File: src/abl_pkg.sv
// Shared constants and types for the adaptive batch limit controller.
package abl_pkg;

    localparam int TX_W    = 16;
    localparam int BYTES_W = 32;
    localparam int AGE_W   = 32;
    localparam int CFG_W   = 32;
    localparam int IDX_W   = 3;
    localparam int PRESS_W = 2;
    localparam int PROD_W  = BYTES_W + TX_W;

    localparam int DIV_STEPS = BYTES_W;
    localparam int MUL_STEPS = TX_W;
    localparam int CNT_W     = $clog2(DIV_STEPS);

    typedef logic [IDX_W-1:0] t_cfg_idx;

    localparam t_cfg_idx CFG_MAX_TX    = 3'd0;
    localparam t_cfg_idx CFG_MAX_BYTES = 3'd1;
    localparam t_cfg_idx CFG_MAX_AGE   = 3'd2;
    localparam t_cfg_idx CFG_LATENCY   = 3'd3;
    localparam t_cfg_idx CFG_MIN_LOAD  = 3'd4;
    localparam t_cfg_idx CFG_DEEP      = 3'd5;

    localparam logic [TX_W-1:0]    RST_MAX_TX    = 16'd64;
    localparam logic [BYTES_W-1:0] RST_MAX_BYTES = 32'd4194304;
    localparam logic [AGE_W-1:0]   RST_MAX_AGE   = 32'd100;
    localparam logic [AGE_W-1:0]   RST_LATENCY   = 32'd1000;
    localparam logic [TX_W-1:0]    RST_MIN_LOAD  = 16'd4;
    localparam logic [TX_W-1:0]    RST_DEEP      = 16'd16;

    localparam logic [BYTES_W-1:0] HARD_BYTES_CAP = 32'd524288;
    localparam logic [AGE_W-1:0]   SOFT_AGE_CAP   = 32'd50;

    localparam logic CMD_OBSERVE = 1'b0;
    localparam logic CMD_LIMITS  = 1'b1;

    localparam logic [PRESS_W-1:0] PRESS_SOFT = 2'd1;
    localparam int                 PRESS_HARD_BIT = 1;

    typedef enum logic [3:0] {
        S_IDLE = 4'b0001,
        S_DIV  = 4'b0010,
        S_MUL  = 4'b0100,
        S_FIN  = 4'b1000
    } t_state;

endpackage

File: src/adaptive_batch_limit_controller_unit.sv
// Adaptive batch limit controller: EWMA of bytes per transaction and epoch limit sizing.
//
//   channel   handshake                  payload
//   command   i_start / o_busy           i_command, i_observed_*, i_pressure,
//                                        i_queue_depth, i_oldest_age
//   result    o_done (one-cycle strobe)  o_limit_transactions, o_limit_bytes, o_limit_age
//   config    i_cfg_we                   i_cfg_addr, i_cfg_data
//
// An observe beat with a nonzero count runs a bit-serial restoring divider, one quotient bit
// per cycle, then blends the average in S_FIN; a zero count leaves o_busy low.
// A limits beat that needs the average runs a 16-step shift-add multiplier and then a clamp
// step in S_FIN; other limits beats give their result in the cycle after acceptance.
// Reset is synchronous, active low, and clears the average and loads register defaults.
// Results cannot be stalled; a new beat is taken as soon as o_busy falls.
module adaptive_batch_limit_controller_unit (
    input  logic                           i_clk,
    input  logic                           i_rst_n,
    input  logic                           i_start,
    output logic                           o_busy,
    input  logic                           i_command,
    input  logic [abl_pkg::TX_W-1:0]       i_observed_transactions,
    input  logic [abl_pkg::BYTES_W-1:0]    i_observed_bytes,
    input  logic [abl_pkg::PRESS_W-1:0]    i_pressure,
    input  logic [abl_pkg::TX_W-1:0]       i_queue_depth,
    input  logic [abl_pkg::AGE_W-1:0]      i_oldest_age,
    output logic                           o_done,
    output logic [abl_pkg::TX_W-1:0]       o_limit_transactions,
    output logic [abl_pkg::BYTES_W-1:0]    o_limit_bytes,
    output logic [abl_pkg::AGE_W-1:0]      o_limit_age,
    input  logic                           i_cfg_we,
    input  logic [abl_pkg::IDX_W-1:0]      i_cfg_addr,
    input  logic [abl_pkg::CFG_W-1:0]      i_cfg_data
);
    import abl_pkg::*;

    localparam logic [CNT_W-1:0] DIV_LAST = CNT_W'(DIV_STEPS - 1);
    localparam logic [CNT_W-1:0] MUL_LAST = CNT_W'(MUL_STEPS - 1);

    t_state              r_state;
    logic                r_cmd;
    logic                r_done;
    logic [CNT_W-1:0]    r_cnt;
    logic [BYTES_W-1:0]  r_avg;

    logic [TX_W-1:0]     r_max_tx;
    logic [BYTES_W-1:0]  r_max_bytes;
    logic [AGE_W-1:0]    r_max_age;
    logic [AGE_W-1:0]    r_latency;
    logic [TX_W-1:0]     r_min_load;
    logic [TX_W-1:0]     r_deep;

    // datapath registers
    logic [BYTES_W-1:0]  r_quo;
    logic [TX_W-1:0]     r_rem;
    logic [TX_W-1:0]     r_div;
    logic [PROD_W-1:0]   r_prod;
    logic [TX_W-1:0]     r_ltx;
    logic [AGE_W-1:0]    r_lage;
    logic [TX_W-1:0]     r_out_tx;
    logic [BYTES_W-1:0]  r_out_bytes;
    logic [AGE_W-1:0]    r_out_age;

    logic                accept;
    logic [TX_W-1:0]     mtx;
    logic [BYTES_W-1:0]  mbytes;
    logic [AGE_W-1:0]    lat;
    logic [TX_W-1:0]     mload_raw;
    logic [TX_W-1:0]     mload;
    logic [TX_W-1:0]     deep_th;
    logic [BYTES_W-1:0]  mbytes_half;
    logic [TX_W-1:0]     mtx_half;
    logic                deep;
    logic                late;
    logic [TX_W-1:0]     depth_fl;
    logic [TX_W-1:0]     t0;
    logic [TX_W-1:0]     t0_half;
    logic [TX_W-1:0]     n_ltx;
    logic [BYTES_W-1:0]  n_lbytes;
    logic [AGE_W-1:0]    n_lage;
    logic                n_use_mul;

    logic [TX_W:0]       div_trial;
    logic                div_fit;
    logic [TX_W:0]       div_diff;
    logic [BYTES_W:0]    mul_sum;
    logic [BYTES_W-1:0]  prod_cap;
    logic [BYTES_W-1:0]  n_avg;

    assign accept = i_start && (r_state == S_IDLE);
    assign o_busy = (r_state != S_IDLE);
    assign o_done = r_done;
    assign o_limit_transactions = r_out_tx;
    assign o_limit_bytes        = r_out_bytes;
    assign o_limit_age          = r_out_age;

    // effective register values
    always_comb begin
        mtx       = (r_max_tx == '0) ? TX_W'(1) : r_max_tx;
        mbytes    = (r_max_bytes == '0) ? BYTES_W'(1) : r_max_bytes;
        lat       = (r_latency == '0) ? AGE_W'(1) : r_latency;
        deep_th   = (r_deep == '0) ? TX_W'(1) : r_deep;
        mload_raw = (r_min_load == '0) ? TX_W'(1) : r_min_load;
        mload     = (mload_raw > mtx) ? mtx : mload_raw;
        mtx_half    = (mtx >> 1) == '0 ? TX_W'(1) : (mtx >> 1);
        mbytes_half = (mbytes >> 1) == '0 ? BYTES_W'(1) : (mbytes >> 1);
    end

    // limits decision, settled in the accept cycle
    always_comb begin
        deep      = (i_queue_depth >= deep_th);
        late      = (i_oldest_age > lat);
        depth_fl  = (i_queue_depth > mload) ? i_queue_depth : mload;
        t0        = deep ? mtx : ((depth_fl < mtx) ? depth_fl : mtx);
        t0_half   = t0 >> 1;
        n_use_mul = 1'b0;
        n_ltx     = t0;
        n_lbytes  = mbytes;
        n_lage    = r_max_age;
        if (i_pressure[PRESS_HARD_BIT]) begin
            n_ltx    = TX_W'(1);
            n_lbytes = (mbytes < HARD_BYTES_CAP) ? mbytes : HARD_BYTES_CAP;
            n_lage   = '0;
        end else if (i_pressure == PRESS_SOFT) begin
            n_ltx    = mtx_half;
            n_lbytes = mbytes_half;
            n_lage   = (r_max_age < SOFT_AGE_CAP) ? r_max_age : SOFT_AGE_CAP;
        end else if (i_queue_depth <= TX_W'(1)) begin
            n_ltx    = TX_W'(1);
            n_lbytes = mbytes;
            n_lage   = late ? '0 : r_max_age;
        end else begin
            n_use_mul = (r_avg != '0);
            if (late) begin
                n_ltx    = (t0_half > mload) ? t0_half : mload;
                n_lbytes = mbytes_half;
                n_lage   = '0;
            end else begin
                n_ltx    = t0;
                n_lbytes = mbytes;
                n_lage   = (deep || (i_queue_depth >= t0)) ? '0 : r_max_age;
            end
        end
    end

    // one divider step, one multiplier step, final clamp and average blend
    always_comb begin
        div_trial = {r_rem, r_quo[BYTES_W-1]};
        div_fit   = (div_trial >= {1'b0, r_div});
        div_diff  = div_trial - {1'b0, r_div};
        mul_sum   = {1'b0, r_prod[PROD_W-1:TX_W]} + (r_prod[0] ? {1'b0, r_avg} : '0);
        if (r_prod > PROD_W'(mbytes)) begin
            prod_cap = mbytes;
        end else begin
            prod_cap = r_prod[BYTES_W-1:0];
        end
        if (prod_cap == '0) begin
            prod_cap = BYTES_W'(1);
        end
        if (r_avg == '0) begin
            n_avg = r_quo;
        end else begin
            n_avg = r_avg - {3'b0, r_avg[BYTES_W-1:3]} + {3'b0, r_quo[BYTES_W-1:3]};
        end
    end

    // control state
    always_ff @(posedge i_clk) begin
        if (!i_rst_n) begin
            r_state     <= S_IDLE;
            r_cmd       <= CMD_OBSERVE;
            r_done      <= 1'b0;
            r_cnt       <= '0;
            r_avg       <= '0;
            r_max_tx    <= RST_MAX_TX;
            r_max_bytes <= RST_MAX_BYTES;
            r_max_age   <= RST_MAX_AGE;
            r_latency   <= RST_LATENCY;
            r_min_load  <= RST_MIN_LOAD;
            r_deep      <= RST_DEEP;
        end else begin
            r_done <= 1'b0;
            if (i_cfg_we) begin
                case (i_cfg_addr)
                    CFG_MAX_TX:    r_max_tx    <= i_cfg_data[TX_W-1:0];
                    CFG_MAX_BYTES: r_max_bytes <= i_cfg_data[BYTES_W-1:0];
                    CFG_MAX_AGE:   r_max_age   <= i_cfg_data[AGE_W-1:0];
                    CFG_LATENCY:   r_latency   <= i_cfg_data[AGE_W-1:0];
                    CFG_MIN_LOAD:  r_min_load  <= i_cfg_data[TX_W-1:0];
                    CFG_DEEP:      r_deep      <= i_cfg_data[TX_W-1:0];
                    default: ;
                endcase
            end
            case (r_state)
                S_IDLE: begin
                    r_cnt <= '0;
                    if (accept) begin
                        r_cmd <= i_command;
                        if (i_command == CMD_OBSERVE) begin
                            // drop epochs with no transactions
                            if (i_observed_transactions != '0) begin
                                r_state <= S_DIV;
                            end
                        end else if (n_use_mul) begin
                            r_state <= S_MUL;
                        end else begin
                            r_done <= 1'b1;
                        end
                    end
                end
                S_DIV: begin
                    r_cnt <= r_cnt + CNT_W'(1);
                    if (r_cnt == DIV_LAST) begin
                        r_state <= S_FIN;
                    end
                end
                S_MUL: begin
                    r_cnt <= r_cnt + CNT_W'(1);
                    if (r_cnt == MUL_LAST) begin
                        r_state <= S_FIN;
                    end
                end
                S_FIN: begin
                    r_state <= S_IDLE;
                    if (r_cmd == CMD_LIMITS) begin
                        r_done <= 1'b1;
                    end else begin
                        r_avg <= n_avg;
                    end
                end
                default: r_state <= S_IDLE;
            endcase
        end
    end

    // datapath
    always_ff @(posedge i_clk) begin
        case (r_state)
            S_IDLE: begin
                r_quo  <= i_observed_bytes;
                r_rem  <= '0;
                r_div  <= i_observed_transactions;
                r_prod <= {{BYTES_W{1'b0}}, n_ltx};
                r_ltx  <= n_ltx;
                r_lage <= n_lage;
                if (accept && i_command == CMD_LIMITS && !n_use_mul) begin
                    r_out_tx    <= n_ltx;
                    r_out_bytes <= n_lbytes;
                    r_out_age   <= n_lage;
                end
            end
            S_DIV: begin
                // shift the next dividend bit into the remainder, the quotient bit into r_quo
                r_rem <= div_fit ? div_diff[TX_W-1:0] : div_trial[TX_W-1:0];
                r_quo <= {r_quo[BYTES_W-2:0], div_fit};
            end
            S_MUL: begin
                r_prod <= {mul_sum, r_prod[TX_W-1:1]};
            end
            S_FIN: begin
                if (r_cmd == CMD_LIMITS) begin
                    r_out_tx    <= r_ltx;
                    r_out_bytes <= prod_cap;
                    r_out_age   <= r_lage;
                end
            end
            default: ;
        endcase
    end

`ifndef SYNTHESIS
    a_div_is_observe: assert property (@(posedge i_clk) disable iff (!i_rst_n)
        (r_state == S_DIV) |-> (r_cmd == CMD_OBSERVE))
        else $error("divider running on a limits beat");

    a_mul_is_limits: assert property (@(posedge i_clk) disable iff (!i_rst_n)
        (r_state == S_MUL) |-> (r_cmd == CMD_LIMITS))
        else $error("multiplier running on an observe beat");

    a_observe_silent: assert property (@(posedge i_clk) disable iff (!i_rst_n)
        (accept && i_command == CMD_OBSERVE) |=> !o_done)
        else $error("observe beat produced a result");

    a_result_nonzero: assert property (@(posedge i_clk) disable iff (!i_rst_n)
        o_done |-> (o_limit_transactions != '0 && o_limit_bytes != '0))
        else $error("zero limit on result");

    a_done_leaves_idle: assert property (@(posedge i_clk) disable iff (!i_rst_n)
        o_done |-> (r_state == S_IDLE))
        else $error("result strobe while busy");
`endif

endmodule

File: config.mk
export PLATFORM = sky130hd
export DESIGN_NAME = adaptive_batch_limit_controller_unit
export DESIGN_NICKNAME = d
export VERILOG_FILES = /design/src/abl_pkg.sv /design/src/adaptive_batch_limit_controller_unit.sv
export SDC_FILE = /design/constraint.sdc
export NUM_CORES = 1
export LEC_CHECK = 0
export BUFFER_PORTS_ARGS = -buffer_cell sky130_fd_sc_hd__buf_2
export CAP_MARGIN = 20
export CORE_ASPECT_RATIO = 2
export CORE_MARGIN = 4
export CORE_UTILIZATION = 45
export CTS_CLUSTER_SIZE = 28
export DETAILED_ROUTE_END_ITERATION = 10
export SYNTH_ARGS = -nofsm -noshare
export SYNTH_HDL_FRONTEND = slang
export SYNTH_SLANG_ARGS = --single-unit
File: constraint.sdc
create_clock -name i_clk -period 10.8 [get_ports i_clk]
set_clock_uncertainty 0.05 [all_clocks]
set_input_delay 0 -clock i_clk [delete_from_list [all_inputs] [get_ports i_clk]]
set_output_delay 0 -clock i_clk [all_outputs]
set_load 0.01 [all_outputs]
==> metrics <==
P_leak 13.39 nW; Worst path most repeated cell buf_4; die area 63,770 um^2; unique cell type count in the Yosys netlist 81; Design Area, Final 31,840 um^2; sequential area share after synthesis 0.4085; GPL Wtd Cong 0.9956; core area 58,960 um^2; # Max-Cap Violations 0; Sum Neg Setup Slack 0 ps; arrival time at the worst endpoint 10,790 ps; mean post-synth cell area 9.164 um^2; CP startpoint kind register; Worst Hold Class input port to register; Antenna Cells 0; final net count 3,688; hold path cells 4; CTS Buf Count 44; multi-input logic area 14,290 um^2; Crit Reg-Reg Endpoint r_lage[1]; final cell count without fillers 4,085; Final Worst Setup Slack 420.6 ps; Warnings, synthesis 0; status completed; Tot GR Track Use 0.2849; Root Buffer Master clkbuf_16; vias in the first global route 24,440; largest area contributor in the netlist edfxtp_1; initial antenna violation count 1; complex-gate fraction of the synthesized area 0.1664; top cell type's share of synthesized area 0.2689; I/O pin total 220; die width 180.6 um; final setup fails 0; Pwr Density 214.4 nW/um^2; die height 353.2 um; crit-path max cell delay 580 ps; CTS sink cnt 427; Mapped Nets 3,331; Overall Power 6.825 mW; final period utilization 0.9611; hpwl dp 72,890 um; Async S/R FF share, synth 0; clk_lat worst skew 590 ps; most frequent cells in the layout 386 x nand2_1, 296 x inv_1, 248 x a21oi_1; hold_sp i_cfg_addr[2]; crit path time final 10,380 ps; # fillers 5,407; CTS Buffer Depth 3; initial DRC count 1,257; FP Rows 126; unrepaired setup endpoints after global routing false; most common cell after layout, fill and taps aside nand2_1; r2r setup slk 420 ps; Synth Area in Simple Gates 0.1630; first-pass GRT wire length 141,500 um; Post-synth EDFFs 240; DRT antenna net count 0; GRT overflow 0; Slew Limit Headroom 0.2553; Setup CP Type register to register; main combinational cell family by area after synthesis compound AO/OA/AOI/OAI gates; Cells after DPL 3,910; largest net degree at the start of global routing 90; Remaining DRCs 0; Syn-to-layout area delta 18.76%; WL per Instance 22.92 um; cell area after synthesis 26,810 um^2; Mapped Cells 2,925; Pins Over Slew Limit 0; post-route core utilization 0.5399; pre-CTS WS 261.8 ps; layout cell share with drive strength beyond 1 0.1610; area post-placement 29,420 um^2; fmax 0.09634 GHz; register area 10,950 um^2; Worst Hold Endpoint r_min_load[13]; CTS tree yes; element type at the critical path end register; Synth Register Bits 427; post-synthesis mux area share 0.04710; Post-synth top flop edfxtp_1; DR pass1 iterations 5; top cells by area, synth edfxtp_1 27%, dfxtp_1 14%, ha_1 11%, nand2_1 5.4%, a21oi_1 4.6%; Reg clk slew, reported paths 70 ps; H-tree Lvls 2; via count 23,387; IO buf count 219; worst-margin pin slew 1114 ps; CP max stage cell dlygate4sd3_1; worst reg2reg path startpoint r_max_tx[1]; CP max FO 16; Worst Hold Slack 48.20 ps; Worst EP required 11,210 ps; final hold violation count 0; routed vias/inst 5.725; Worst Reg-to-Reg Cells 47; VDD IR-drop max 0.0001096 V; Post-Synth XOR/XNOR Area 0.01960; Synth Area in Adders 0.1346; routed wire length 93,620 um; Initial Util 0.4546
final cells by class:
class,instances,share of cell area
Multi-Input combinational cell,2069,0.4489
Sequential cell,427,0.3440
Timing Repair Buffer,440,0.09605
Clock buffer,58,0.03722
Inverter,300,0.03545
Tap cell,768,0.03018
Clock inverter,23,0.008253
per-layer routing:
metal  track usage  vias up  share of wire
met2        0.5570      706           0.54
met5             0        -        0.00015
met4        0.1706        2          0.073
met1        0.2849    11295           0.35
met3       0.02896      268          0.035
li1              -    11116              -
state kept, by name, indices dropped and copies added, names as in the netlist, 32 cells and up:
name           count
r_prod            48
r_latency         32
r_max_bytes       32
r_max_age         32
o_limit_age       32
o_limit_bytes     32
r_quo             32
r_avg             32
r_lage            32
critical path, delay by kind of cell, from the launching register on:
| kind | cells | cell delay (ps) |
|---|---|---|
| DFF | 1 | 370 |
| AOI/OAI and AO/OA | 13 | 2620 |
| buffers and inverters | 11 | 2060 |
| muxes | 2 | 250 |
| and+or+nand+nor | 17 | 3820 |
| adders and majority gates | 4 | 1030 |
kinds of logic (layout without fill, tap and decap cells):
kind of cell             Yosys count  after routing
XOR/XNOR                          60             60
flip-flops                       427            427
AND/OR/NAND/NOR                  933            933
AO/OA/AOI/OAI                    692            692
buffers and inverters            429            821
multiplexers                     114            114
adder cells (fa/ha/maj)          270            270
Yosys cell counts (6+ instances only):
master / number
fa_1: 31
mux2_4: 10
a21boi_0: 8
o21bai_1: 13
xor2_1: 34
nor2_1: 186
mux2_2: 57
o21a_1: 28
edfxtp_1: 240
or2_2: 12
and3_1: 17
nor2b_1: 32
a32oi_1: 14
nand3_1: 30
mux2i_1: 47
a31oi_1: 11
clkbuf_1: 119
o21ai_0: 130
nand2b_1: 24
o31ai_1: 7
o31a_1: 6
ha_1: 237
nor4_1: 57
o21ai_2: 8
a21o_1: 66
nand4_1: 49
and4_1: 7
and2_1: 33
inv_1: 297
nor3_1: 67
dfxtp_1: 187
a221o_1: 30
a21oi_1: 248
xnor2_1: 26
a211oi_1: 49
o211ai_1: 17
nand2_1: 388
worst max-delay path by stage:
stage / slack [ps] / to / startpoint
final: 420 / r_lage[1] / r_max_tx[1]
after global routing: 80 / r_lage[1] / r_max_tx[8]
after CTS: 60 / r_lage[1] / r_max_tx[1]
after detailed placement: 260 / r_prod[14] / r_max_tx[8]
after global placement: 260 / r_prod[14] / r_max_tx[1]
after floorplan: 1330 / r_prod[1] / r_max_tx[2]
timing repair:
| item | CTS | global route |
|---|---|---|
| buffers inserted | 0 | 2 |
| setup endpoints to repair | 0 | 64 |
| hold endpoints to repair | 201 | 0 |
| resized for setup | 0 | 1 |
| hold buffers | 90 | 0 |
power breakdown:
part | internal (mW) | leakage [nW] | switching [mW]
Sequential | 2.20 | 3.93 | 0.260
Combinational | 1.09 | 8.76 | 1.69
Clock | 0.882 | 0.699 | 0.705
Total | 4.17 | 13.4 | 2.65
Note: power is estimated with default switching activity, not from simulation.
